==> src/rtl/core/numeric_token_type_inference_core_defines.svh <==
// Assertion helpers used by the RTL of the numeric token type inference core.
`ifndef NUMERIC_TOKEN_TYPE_INFERENCE_CORE_DEFINES_SVH
`define NUMERIC_TOKEN_TYPE_INFERENCE_CORE_DEFINES_SVH

// Same-cycle implication, checked outside reset.
`define NTTI_ASSERT_NOW(label, clk, rst_n, ante, cons) \
    label: assert property (@(posedge clk) disable iff (!rst_n) (ante) |-> (cons)) \
        else $error("ntti check failed");

// Next-cycle implication, checked outside reset.
`define NTTI_ASSERT_NEXT(label, clk, rst_n, ante, cons) \
    label: assert property (@(posedge clk) disable iff (!rst_n) (ante) |=> (cons)) \
        else $error("ntti check failed");

`endif

==> src/rtl/core/ntti_pkg.sv <==
package ntti_pkg;

    localparam int unsigned CODE_W = 21;

    localparam logic [CODE_W-1:0] C_PLUS  = CODE_W'(8'h2B);
    localparam logic [CODE_W-1:0] C_MINUS = CODE_W'(8'h2D);
    localparam logic [CODE_W-1:0] C_DOT   = CODE_W'(8'h2E);
    localparam logic [CODE_W-1:0] C_ZERO  = CODE_W'(8'h30);
    localparam logic [CODE_W-1:0] C_NINE  = CODE_W'(8'h39);
    localparam logic [CODE_W-1:0] C_EXP_U = CODE_W'(8'h45);
    localparam logic [CODE_W-1:0] C_EXP_L = CODE_W'(8'h65);

    // Recognizer phase of the open word.
    typedef enum logic [2:0] {
        PH_START   = 3'd0,
        PH_SIGNED  = 3'd1,
        PH_INT     = 3'd2,
        PH_FRAC    = 3'd3,
        PH_EXP     = 3'd4,
        PH_EXPSIGN = 3'd5,
        PH_EXPDIG  = 3'd6,
        PH_BAD     = 3'd7
    } t_phase;

    // Ordered so that a larger code is a worse class.
    typedef enum logic [1:0] {
        CLS_INT    = 2'd0,
        CLS_FLOAT  = 2'd1,
        CLS_STRING = 2'd2
    } t_class;

    typedef struct packed {
        logic              has_char;
        logic [CODE_W-1:0] char_code;
        logic              word_end;
        logic              last_word;
    } t_item;

    // Outcome of one item applied to the recognizer state.
    typedef struct packed {
        t_phase phase;
        t_class cls;
        t_class result;
    } t_step;

endpackage

==> src/rtl/core/ntti_stream_if.sv <==
interface ntti_in_if;
    logic                      valid;
    logic                      ready;
    logic                      has_char;
    logic [ntti_pkg::CODE_W-1:0] char_code;
    logic                      word_end;
    logic                      last_word;

    modport source (output valid, has_char, char_code, word_end, last_word, input ready);
    modport sink   (input valid, has_char, char_code, word_end, last_word, output ready);
endinterface

interface ntti_out_if;
    logic       valid;
    logic       ready;
    logic [1:0] data_type;

    modport source (output valid, data_type, input ready);
    modport sink   (input valid, data_type, output ready);
endinterface

==> src/rtl/core/ntti_step.sv <==
module ntti_step (
    input  ntti_pkg::t_phase i_phase,
    input  ntti_pkg::t_class i_class,
    input  ntti_pkg::t_item  i_item,
    output ntti_pkg::t_step  o_step
);

    logic             is_digit;
    logic             is_sign;
    logic             is_exp;
    logic             is_dot;
    ntti_pkg::t_phase char_phase;
    ntti_pkg::t_phase word_phase;
    ntti_pkg::t_class grade;
    ntti_pkg::t_class merged;

    assign is_digit = (i_item.char_code >= ntti_pkg::C_ZERO) &&
                      (i_item.char_code <= ntti_pkg::C_NINE);
    assign is_sign  = (i_item.char_code == ntti_pkg::C_PLUS) ||
                      (i_item.char_code == ntti_pkg::C_MINUS);
    assign is_exp   = (i_item.char_code == ntti_pkg::C_EXP_U) ||
                      (i_item.char_code == ntti_pkg::C_EXP_L);
    assign is_dot   = (i_item.char_code == ntti_pkg::C_DOT);

    always_comb begin
        char_phase = ntti_pkg::PH_BAD;
        unique case (i_phase)
            ntti_pkg::PH_START: begin
                if (is_sign)       char_phase = ntti_pkg::PH_SIGNED;
                else if (is_digit) char_phase = ntti_pkg::PH_INT;
                else if (is_dot)   char_phase = ntti_pkg::PH_FRAC;
            end
            ntti_pkg::PH_SIGNED, ntti_pkg::PH_INT: begin
                if (is_digit)      char_phase = ntti_pkg::PH_INT;
                else if (is_dot)   char_phase = ntti_pkg::PH_FRAC;
            end
            ntti_pkg::PH_FRAC: begin
                if (is_digit)      char_phase = ntti_pkg::PH_FRAC;
                else if (is_exp)   char_phase = ntti_pkg::PH_EXP;
            end
            ntti_pkg::PH_EXP: begin
                if (is_sign)       char_phase = ntti_pkg::PH_EXPSIGN;
                else if (is_digit) char_phase = ntti_pkg::PH_EXPDIG;
            end
            ntti_pkg::PH_EXPSIGN, ntti_pkg::PH_EXPDIG: begin
                if (is_digit)      char_phase = ntti_pkg::PH_EXPDIG;
            end
            ntti_pkg::PH_BAD: begin
                char_phase = ntti_pkg::PH_BAD;
            end
        endcase
    end

    assign word_phase = i_item.has_char ? char_phase : i_phase;

    always_comb begin
        unique case (word_phase)
            ntti_pkg::PH_INT:
                grade = ntti_pkg::CLS_INT;
            ntti_pkg::PH_FRAC, ntti_pkg::PH_EXP, ntti_pkg::PH_EXPSIGN, ntti_pkg::PH_EXPDIG:
                grade = ntti_pkg::CLS_FLOAT;
            default:
                grade = ntti_pkg::CLS_STRING;
        endcase
    end

    always_comb begin
        merged = i_class;
        if (i_item.word_end && (grade > i_class)) begin
            merged = grade;
        end

        o_step.result = merged;
        priority if (i_item.last_word) begin
            o_step.phase = ntti_pkg::PH_START;
            o_step.cls   = ntti_pkg::CLS_INT;
        end else if (i_item.word_end) begin
            o_step.phase = ntti_pkg::PH_START;
            o_step.cls   = merged;
        end else begin
            o_step.phase = word_phase;
            o_step.cls   = merged;
        end
    end

endmodule

==> src/rtl/core/numeric_token_type_inference_core.sv <==
// Numeric token type inference core.
// Input i_in carries one beat per cycle while its ready is high: has_char marks a
// character in char_code, word_end closes the current word after that character,
// and last_word ends the set. Each word is graded integer, float or string, and
// the set keeps the worst grade. A beat with last_word set yields one beat on
// o_out whose data_type is 0 integer, 1 float or 2 string; other beats yield none.
// An accepted beat is loaded into the input register; processing it loads the
// result register, which drives o_out.
// Throughput: one beat per cycle while o_out is not stalled; the word recognizer
// and the set grade update combinationally between the input and result registers.
// While the receiver stalls, the pending result holds on o_out and one more
// beat may wait in the input register; after that i_in.ready drops until the
// result is taken. A synchronous active-low i_rst_n empties both registers and
// returns the recognizer to the start of a word with the set grade at integer.
`include "numeric_token_type_inference_core_defines.svh"

module numeric_token_type_inference_core (
    input  logic              i_clk,
    input  logic              i_rst_n,
    ntti_in_if.sink           i_in,
    ntti_out_if.source        o_out
);

    logic                r_in_valid;
    ntti_pkg::t_item     r_in;
    logic                r_out_valid;
    ntti_pkg::t_class    r_out_type;
    ntti_pkg::t_phase    r_phase;
    ntti_pkg::t_class    r_class;

    logic                advance;
    logic                process;
    ntti_pkg::t_item     in_item;
    ntti_pkg::t_step     step;

    assign advance = !r_out_valid || o_out.ready;
    assign process = advance && r_in_valid;

    assign i_in.ready = !r_in_valid || advance;

    assign in_item.has_char  = i_in.has_char;
    assign in_item.char_code = i_in.char_code;
    assign in_item.word_end  = i_in.word_end;
    assign in_item.last_word = i_in.last_word;

    ntti_step u_step (
        .i_phase (r_phase),
        .i_class (r_class),
        .i_item  (r_in),
        .o_step  (step)
    );

    always_ff @(posedge i_clk) begin
        if (!i_rst_n) begin
            r_in_valid  <= 1'b0;
            r_out_valid <= 1'b0;
            r_phase     <= ntti_pkg::PH_START;
            r_class     <= ntti_pkg::CLS_INT;
        end else begin
            if (i_in.valid && i_in.ready) begin
                r_in_valid <= 1'b1;
            end else if (process) begin
                r_in_valid <= 1'b0;
            end
            if (advance) begin
                r_out_valid <= r_in_valid && r_in.last_word;
            end
            if (process) begin
                r_phase <= step.phase;
                r_class <= step.cls;
            end
        end
    end

    always_ff @(posedge i_clk) begin
        if (i_in.valid && i_in.ready) begin
            r_in <= in_item;
        end
        if (advance) begin
            r_out_type <= step.result;
        end
    end

    assign o_out.valid     = r_out_valid;
    assign o_out.data_type = 2'(r_out_type);

    // A result beat starts a fresh set.
    `NTTI_ASSERT_NEXT(a_set_restart, i_clk, i_rst_n, process && r_in.last_word,
        (r_phase == ntti_pkg::PH_START) && (r_class == ntti_pkg::CLS_INT))
    // Within a set the grade never improves.
    `NTTI_ASSERT_NEXT(a_grade_monotonic, i_clk, i_rst_n, process && !r_in.last_word,
        r_class >= $past(r_class))
    // A stalled result freezes the recognizer.
    `NTTI_ASSERT_NEXT(a_stall_freeze, i_clk, i_rst_n, !advance,
        $stable(r_phase) && $stable(r_class))
    // Only the three defined classes ever leave the block.
    `NTTI_ASSERT_NOW(a_type_range, i_clk, i_rst_n, r_out_valid,
        (r_out_type == ntti_pkg::CLS_INT) || (r_out_type == ntti_pkg::CLS_FLOAT) ||
        (r_out_type == ntti_pkg::CLS_STRING))

endmodule

==> src/flat_wrapper.sv <==
// flat-port wrapper written by rule: the top's interface ports become plain ports
module numeric_token_type_inference_core_flat 
  (i_clk, i_rst_n, i_in_valid, i_in_has_char, i_in_char_code, i_in_word_end, i_in_last_word, i_in_ready, o_out_valid, o_out_data_type, o_out_ready);
  ntti_in_if i_in_i ();
  ntti_out_if o_out_i ();
  input  logic i_clk;
  input  logic i_rst_n;
  input wire logic [$bits(i_in_i.valid)-1:0] i_in_valid;
  input wire logic [$bits(i_in_i.has_char)-1:0] i_in_has_char;
  input wire logic [$bits(i_in_i.char_code)-1:0] i_in_char_code;
  input wire logic [$bits(i_in_i.word_end)-1:0] i_in_word_end;
  input wire logic [$bits(i_in_i.last_word)-1:0] i_in_last_word;
  output wire logic [$bits(i_in_i.ready)-1:0] i_in_ready;
  output wire logic [$bits(o_out_i.valid)-1:0] o_out_valid;
  output wire logic [$bits(o_out_i.data_type)-1:0] o_out_data_type;
  input wire logic [$bits(o_out_i.ready)-1:0] o_out_ready;
  assign i_in_i.valid = i_in_valid;
  assign i_in_i.has_char = i_in_has_char;
  assign i_in_i.char_code = i_in_char_code;
  assign i_in_i.word_end = i_in_word_end;
  assign i_in_i.last_word = i_in_last_word;
  assign i_in_ready = i_in_i.ready;
  assign o_out_valid = o_out_i.valid;
  assign o_out_data_type = o_out_i.data_type;
  assign o_out_i.ready = o_out_ready;
  numeric_token_type_inference_core u_core (.i_clk(i_clk), .i_rst_n(i_rst_n), .i_in(i_in_i), .o_out(o_out_i));
endmodule
==> config.mk <==
export PLATFORM = sky130hd
export DESIGN_NAME = numeric_token_type_inference_core_flat
export DESIGN_NICKNAME = d
export VERILOG_FILES = /design/src/rtl/core/ntti_pkg.sv /design/src/rtl/core/ntti_stream_if.sv /design/src/rtl/core/ntti_step.sv /design/src/rtl/core/numeric_token_type_inference_core.sv /design/src/flat_wrapper.sv
export VERILOG_INCLUDE_DIRS = /design/src /design/src/rtl/core
export SDC_FILE = /design/constraint.sdc
export NUM_CORES = 1
export LEC_CHECK = 0
export BUFFER_PORTS_ARGS = -buffer_cell sky130_fd_sc_hd__buf_2
export CELL_PAD_IN_SITES_DETAIL_PLACEMENT = 1
export CELL_PAD_IN_SITES_GLOBAL_PLACEMENT = 1
export CORE_ASPECT_RATIO = 0.5
export CORE_MARGIN = 5
export CORE_UTILIZATION = 38
export DETAILED_ROUTE_END_ITERATION = 10
export PLACE_DENSITY_LB_ADDON = 0.2
export SLEW_MARGIN = 10
export SYNTH_ARGS = -nofsm -noshare
export SYNTH_HDL_FRONTEND = slang
export SYNTH_HIERARCHICAL = 1
export SYNTH_SLANG_ARGS = --single-unit
==> constraint.sdc <==
create_clock -name i_clk -period 3.2 [get_ports i_clk]
set_input_delay 0.64 -clock i_clk [delete_from_list [all_inputs] [get_ports i_clk]]
set_output_delay 0.64 -clock i_clk [all_outputs]
set_load 0.01 [all_outputs]
==> results of run 1 <==
cells by family (layout without fill, tap and decap cells):
group | after synthesis | after routing | synth area share
flip-flops | 33 | 33 | 0.621
AO/OA/AOI/OAI | 18 | 18 | 0.0919
adder cells (fa/ha/maj) | 2 | 2 | 0.0169
buffers and inverters | 7 | 54 | 0.0202
XOR/XNOR | 2 | 2 | 0.0169
multiplexers | 6 | 6 | 0.0430
AND/OR/NAND/NOR | 50 | 50 | 0.191
path summary, 6_finish.rpt:
check,slack [ns],start,end
max,0.13,u_core/r_in[5],u_core/r_class[0]
min,0.51,u_core/r_phase[2],u_core/r_phase[2]
max reg2reg,0.13,u_core/r_in[5],u_core/r_class[0]
min reg2reg,0.51,u_core/r_phase[2],u_core/r_phase[2]
tightest hold or removal path: cells and delay by family, from the launching register on:
kind	cells	cell delay [ns]
DFF	1	0.33
and+or+nand+nor	1	0.06
muxes	1	0.06
registers in the layout, summed over array words and instances (netlist names):
name,flops
u_core/r_phase,3
u_core/o_out.valid,1
u_core/o_out.data_type,2
u_core/r_in,24
u_core/r_class,2
u_core/r_in_valid,1
final cells by class:
cell class	instances	area [µm²]
clock inverter	3	41.3
sequential	33	921
fill	420	1920
multi-input combinational	78	562
tap	54	67.6
timing repair buffer	40	223
inverter	6	25.0
clock buffer	5	68.8
cells in the mapped netlist (all sizes together):
master	count
nand3b	1
mux2i	6
a32oi	1
nor3b	4
a21oi	3
edfxtp	26
xor2	1
xnor2	1
dfxtp	7
o21ai	3
o21bai	1
or4b	1
or4	1
o31ai	1
and2	1
nor2	6
nor4bb	1
nor3	3
nor4	3
buf	1
nor2b	5
a211oi	4
nand2	18
nand3	1
nand4b	2
o31a	2
o211ai	2
or3	1
inv	6
nand4	2
a21boi	1
ha	2
routing by layer:
layer / vias up / wire length, µm / track usage
met4: 0 / 66 / 0.0612
met1: 512 / 1380 / 0.128
li1: 534 / - / -
met3: 10 / 200 / 0.0466
met2: 27 / 1570 / 0.232
met5: - / 0 / 0
stage by stage:
stage	cell area (µm²)	hold slack, ns	worst slack [ns]
after floorplan	1480	0.451	0.0954
after global routing	1910	0.510	-0.0389
after detailed placement	1720	0.485	0.0415
after global placement	1720	0.467	0.141
after CTS	1830	0.499	0.00190
final	1910	0.509	0.135
power groups by stage:
stage               Combinational [mW]  Sequential (mW)  Clock, mW
finish                          0.0903            0.504      0.390
global placement                0.0789            0.512          0
CTS                             0.0830            0.504      0.402
floorplan                       0.0449            0.512          0
detailed placement              0.0826            0.513          0
global route                     0.101            0.507      0.420
repair_timing:
action / in CTS / in global routing
endpoints found under the setup margin: 0 / 4
buffers inserted: 0 / 6
resized for setup: 0 / 6
==> results.py, run 1 <==
metrics = {
    "status": {
        "status": "completed",
    },
    "die": {
        "start_util": 0.388,
        "die_h_um": 54.2,
        "num_rows": 16,
        "die_area_um2": 5330,
        "die_x_um": 98.4,
        "core-area_um2": 3820,
        "ioPinCount": 32,
    },
    "yosys": {
        "ys_warn_count": 6,
        "ys_types": 40,
        "netlist_instances": 118,
        "synth_area_leaders": "edfxtp_1, dfxtp_1, nand2_1",
        "synth_area_um2": 1480,
        "yosys.area.top_type": "edfxtp_1",
        "synth_seq_area_share": 0.621,
        "syn_nets": 148,
        "synth_seq_cells": 33,
        "synth_top_area_share": 0.526,
        "syn_avg_cell_area_um2": 12.6,
    },
    "critical_path": {
        "crit_path_max_fanout": 4,
        "path_depth": 14,
        "path_class": "flip-flop to flip-flop",
        "crit_family": "simple AND/OR/NAND/NOR gates",
        "slowest_stage": "or4_1",
        "cp.required_ns": 3.42,
        "start_kind": "flip-flop",
        "reg2reg_depth": 14,
        "max_stage_delay_ns": 0.53,
        "setup.worst_path.end_class": "flip-flop",
        "cp_cell_sequence": "or4_1 > or3_1 > a211oi_2 > a21oi_2 > mux2i_2 > inv_1 > ha_1 > nor2b_1 > o211ai_1 > buf_4 > nand3b_1 > o31ai_1 > nand2_1 > mux2i_1",
        "cp.buffers_inverters": 2,
        "worstPathArrival_ns": 3.28,
    },
    "global_routing": {
        "overflow": 0,
        "grt_max_degree": 25,
        "grt_pass1_vias": 1118,
        "grt_pass1_wl_mm": 4.97,
        "antenna_found_initial": 0,
        "track_usage": 0.124,
    },
    "pwr": {
        "switching_power_mw": 0.221,
        "p_leak_nw": 0.715,
        "p_sw_frac": 0.225,
        "combinationalPowerShare": 0.092,
        "p_total_mw": 0.985,
        "p_per_area_nw_per_um2": 516,
        "peakVddDrop_v": 0.000248,
        "p_int_mw": 0.763,
        "pwr-share-seq": 0.512,
        "pwr-share-clk": 0.396,
    },
    "drt": {
        "vias": 1083,
        "drtPass1Iterations": 4,
        "final_antenna_net_count": 0,
        "drc": 0,
        "vias_per_cell": 4.95,
        "drt_iter0_markers": 39,
        "totalWireLength_mm": 3.21,
        "wire_per_inst_um": 14.7,
    },
    "sta": {
        "finalSetupViolCount": 0,
        "clock_skew_ns": 0.00562,
        "worst_slew_margin_rel": 0.774,
        "worst_slew_pin_slew_ns": 0.335,
        "finalCriticalPeriod_ns": 3.07,
        "slew_violations": 0,
        "fmax_ghz": 0.326,
        "fin_tns_setup_ns": 0,
        "fin_crit_sh": 0.958,
        "hold_viol_final": 0,
    },
    "placement": {
        "place_inst": 205,
        "portBuffers": 31,
        "gp_congestion": 0.753,
        "dp_hpwl_mm": 2.30,
    },
    "layout": {
        "drive_gt1_frac": 0.370,
        "diodes": 0,
        "mostFrequentLayoutCell": "buf_2",
        "final_cell_mix": "buf_2, edfxtp_1, nand2_1",
        "final_cells": 219,
        "post-route-util": 0.499,
        "layout.nets": 194,
        "syn2layout_area_growth_pct": 28.6,
    },
    "clock_tree": {
        "cts_root_buf": "clkbuf_8",
        "clkSinkCount": 33,
        "clkTransAtPathRegs_ns": 0.07,
        "htreeDepth": 2,
        "cts-buffers-inserted": 5,
        "cts_buffer_depth": 2,
        "cts_tree": "done",
        "clk_latency_ns": 0.29,
        "ctsHoldBuffers": 0,
    },
    "flow_run": {
        "cap_violations": 0,
    },
    "hold_path": {
        "hp-class": "flip-flop to flip-flop",
        "min_path_cells": 2,
    },
}
(Power assumes the default switching activity.)
==> run 2, diff against run 1 <==
CORE_ASPECT_RATIO = 1.5   (was 0.5)
CORE_MARGIN = default   (was 5)
CTS_CLUSTER_SIZE = 30   (was default)
==> run 2 against run 1 <==
  * Largest power group unchanged
  * Via count is 3.2% higher
  * Final cell count is 4.6% lower
  * Clock power rose by 1%
  * Worst hold slack worse by 0.0043 ns
==> results.py, run 2 (synthesis gave the netlist of run 1 again) <==
metrics = {
    "status": {
        "status": "completed",
    },
    "critical_path": {
        "reg2reg_depth": 14,
        "worstPathArrival_ns": 3.31,
        "setup.worst_path.end_class": "flip-flop",
        "start_kind": "flip-flop",
        "crit_family": "simple AND/OR/NAND/NOR gates",
        "reg2reg_slack_ns": 0.07,
        "cp.required_ns": 3.38,
        "max_stage_delay_ns": 0.53,
        "cpMostUsedCell": "inv_1",
        "cp.buffers_inverters": 2,
        "crit_path_max_fanout": 3,
        "slowest_stage": "or4_1",
        "worstReg2RegStart": "u_core/r_in[5]",
        "cp_cell_sequence": "or4_1 > or3_4 > a211oi_4 > a21oi_2 > mux2i_2 > inv_1 > ha_1 > nor2b_1 > o211ai_1 > inv_1 > nor2_2 > a211oi_2 > nand2_1 > mux2i_1",
        "path_depth": 14,
        "rr_endpoint": "u_core/r_class[1]",
        "path_class": "flip-flop to flip-flop",
    },
    "layout": {
        "final_area_um2": 1910,
        "layout.nets": 195,
        "mostFrequentLayoutCell": "buf_2",
        "multi_input_area_um2": 568,
        "nFillCells": 412,
        "largest_register": "u_core/r_in",
        "drive_gt1_frac": 0.380,
        "final_cell_mix": "buf_2, edfxtp_1, nand2_1",
        "syn2layout_area_growth_pct": 28.9,
        "diodes": 0,
        "register_area_um2": 921,
        "largest_reg_flops": 24,
        "top_regs": "u_core/r_in: 24 flops, u_core/r_phase: 3 flops",
    },
    "clock_tree": {
        "cts_root_buf": "clkbuf_8",
        "htreeDepth": 2,
        "cts-buffers-inserted": 5,
        "clk_latency_ns": 0.29,
        "cts_tree": "done",
        "cts_buffer_depth": 2,
        "clkSinkCount": 33,
        "clkTransAtPathRegs_ns": 0.07,
    },
    "sta": {
        "finalCriticalPeriod_ns": 3.13,
        "hold_viol_final": 0,
        "slew_violations": 0,
        "fmax_ghz": 0.319,
        "fin_crit_sh": 0.980,
        "finalSetupViolCount": 0,
        "clock_skew_ns": 0.00775,
        "worst_slew_margin_rel": 0.755,
        "hold_slack_ns": 0.504,
        "rsz0062_at_grt": "yes",
        "worst_slew_pin_slew_ns": 0.364,
    },
    "die": {
        "ioPinCount": 32,
        "start_util": 0.399,
        "num_rows": 27,
        "die_h_um": 78.5,
        "die_x_um": 53.0,
        "core-area_um2": 3720,
        "die_area_um2": 4160,
    },
    "global_routing": {
        "antenna_found_initial": 0,
        "grtUsageMet3": 0.0523,
        "grt_max_degree": 25,
        "grt_pass1_wl_mm": 5.07,
        "use_met1": 0.151,
        "busiest_layer": "met2",
        "overflow": 0,
        "track_usage": 0.174,
        "grt_pass1_vias": 1172,
        "use_met2": 0.332,
    },
    "flow_run": {
        "cap_violations": 0,
    },
    "drt": {
        "totalWireLength_mm": 3.19,
        "wire_per_inst_um": 15.3,
        "drt_iter0_markers": 8,
        "final_antenna_net_count": 0,
        "drc": 0,
        "vias_per_cell": 5.35,
        "vias": 1118,
        "drtPass1Iterations": 4,
    },
    "placement": {
        "place_area_um2": 1710,
        "dp_hpwl_mm": 2.35,
        "portBuffers": 31,
        "gp_congestion": 0.766,
    },
    "pwr": {
        "peakVddDrop_v": 0.000542,
        "p_total_mw": 0.991,
        "p_leak_nw": 0.722,
        "p_per_area_nw_per_um2": 518,
    },
    "hold_path": {
        "min_path_cells": 2,
        "hold_path_end": "u_core/r_phase[0]",
        "worstHoldStart": "u_core/r_phase[0]",
        "hp-class": "flip-flop to flip-flop",
    },
}
-- run 2: cell count changes in the layout (fill, tap and decap cells not counted), sizes merged --
cell	previous run	this run
buf	40	41
-- run 2: layout make-up --
| cell class | count | share of cell area |
|---|---|---|
| Sequential cell | 33 | 0.481 |
| Multi-Input combinational cell | 78 | 0.297 |
| Timing Repair Buffer | 41 | 0.120 |
| Clock buffer | 5 | 0.0360 |
| Tap cell | 43 | 0.0281 |
| Clock inverter | 3 | 0.0242 |
| Inverter | 6 | 0.0131 |
-- run 2: what timing repair did --
| item | 4_1_cts | 5_1_grt |
|---|---|---|
| setup endpoints to repair | 3 | 4 |
| resized for setup | 1 | 6 |
| pin swaps | 3 | 6 |
| buffers inserted | 2 | 5 |
| hold buffers | 0 | 0 |
-- run 2: where the power goes --
group / total (mW) / internal (mW) / switching (mW)
combinational: 0.0920 / 0.0456 / 0.0464
clock: 0.395 / 0.233 / 0.162
sequential: 0.504 / 0.489 / 0.0146
total: 0.991 / 0.768 / 0.223
-- run 2: worst max path at each step --
stage / start / endpoint / slack (ns)
floorplan: u_core/r_in[3] / u_core/r_class[1] / 0.1
global placement: u_core/r_in[11] / u_core/r_class[1] / 0.14
detailed placement: u_core/r_in[11] / u_core/r_class[1] / -0.09
CTS: u_core/r_in[5] / u_core/r_class[1] / 0.02
global route: u_core/r_in[5] / u_core/r_class[1] / -0.12
finish: u_core/r_in[5] / u_core/r_class[1] / 0.07
-- run 2: per-stage QoR --
step	setup slack, ns	cells	utilization	setup TNS, ns
floorplan	0.0954	118	-	0
global route	-0.124	209	0.515	-0.341
global placement	0.138	194	0.460	0
finish	0.0654	209	0.515	0
detailed placement	-0.0889	194	0.460	-0.202
CTS	0.0201	204	0.497	0
-- run 2: metal layers --
layer / wire length (µm) / vias to the layer above
met5: 0 / -
met4: 92 / 0
met3: 127 / 11
met2: 1920 / 26
met1: 1050 / 548
li1: - / 533
-- run 2: worst register-to-register path, stage by stage (launching register included) --
cell and delay [ns]:
edfxtp_1 0.40, or4_1 0.53, or3_4 0.35, a211oi_4 0.25, a21oi_2 0.07, mux2i_2 0.21, inv_1 0.07, ha_1 0.29
nor2b_1 0.14, o211ai_1 0.22, inv_1 0.14, nor2_2 0.17, a211oi_2 0.06, nand2_1 0.07, mux2i_1 0.06
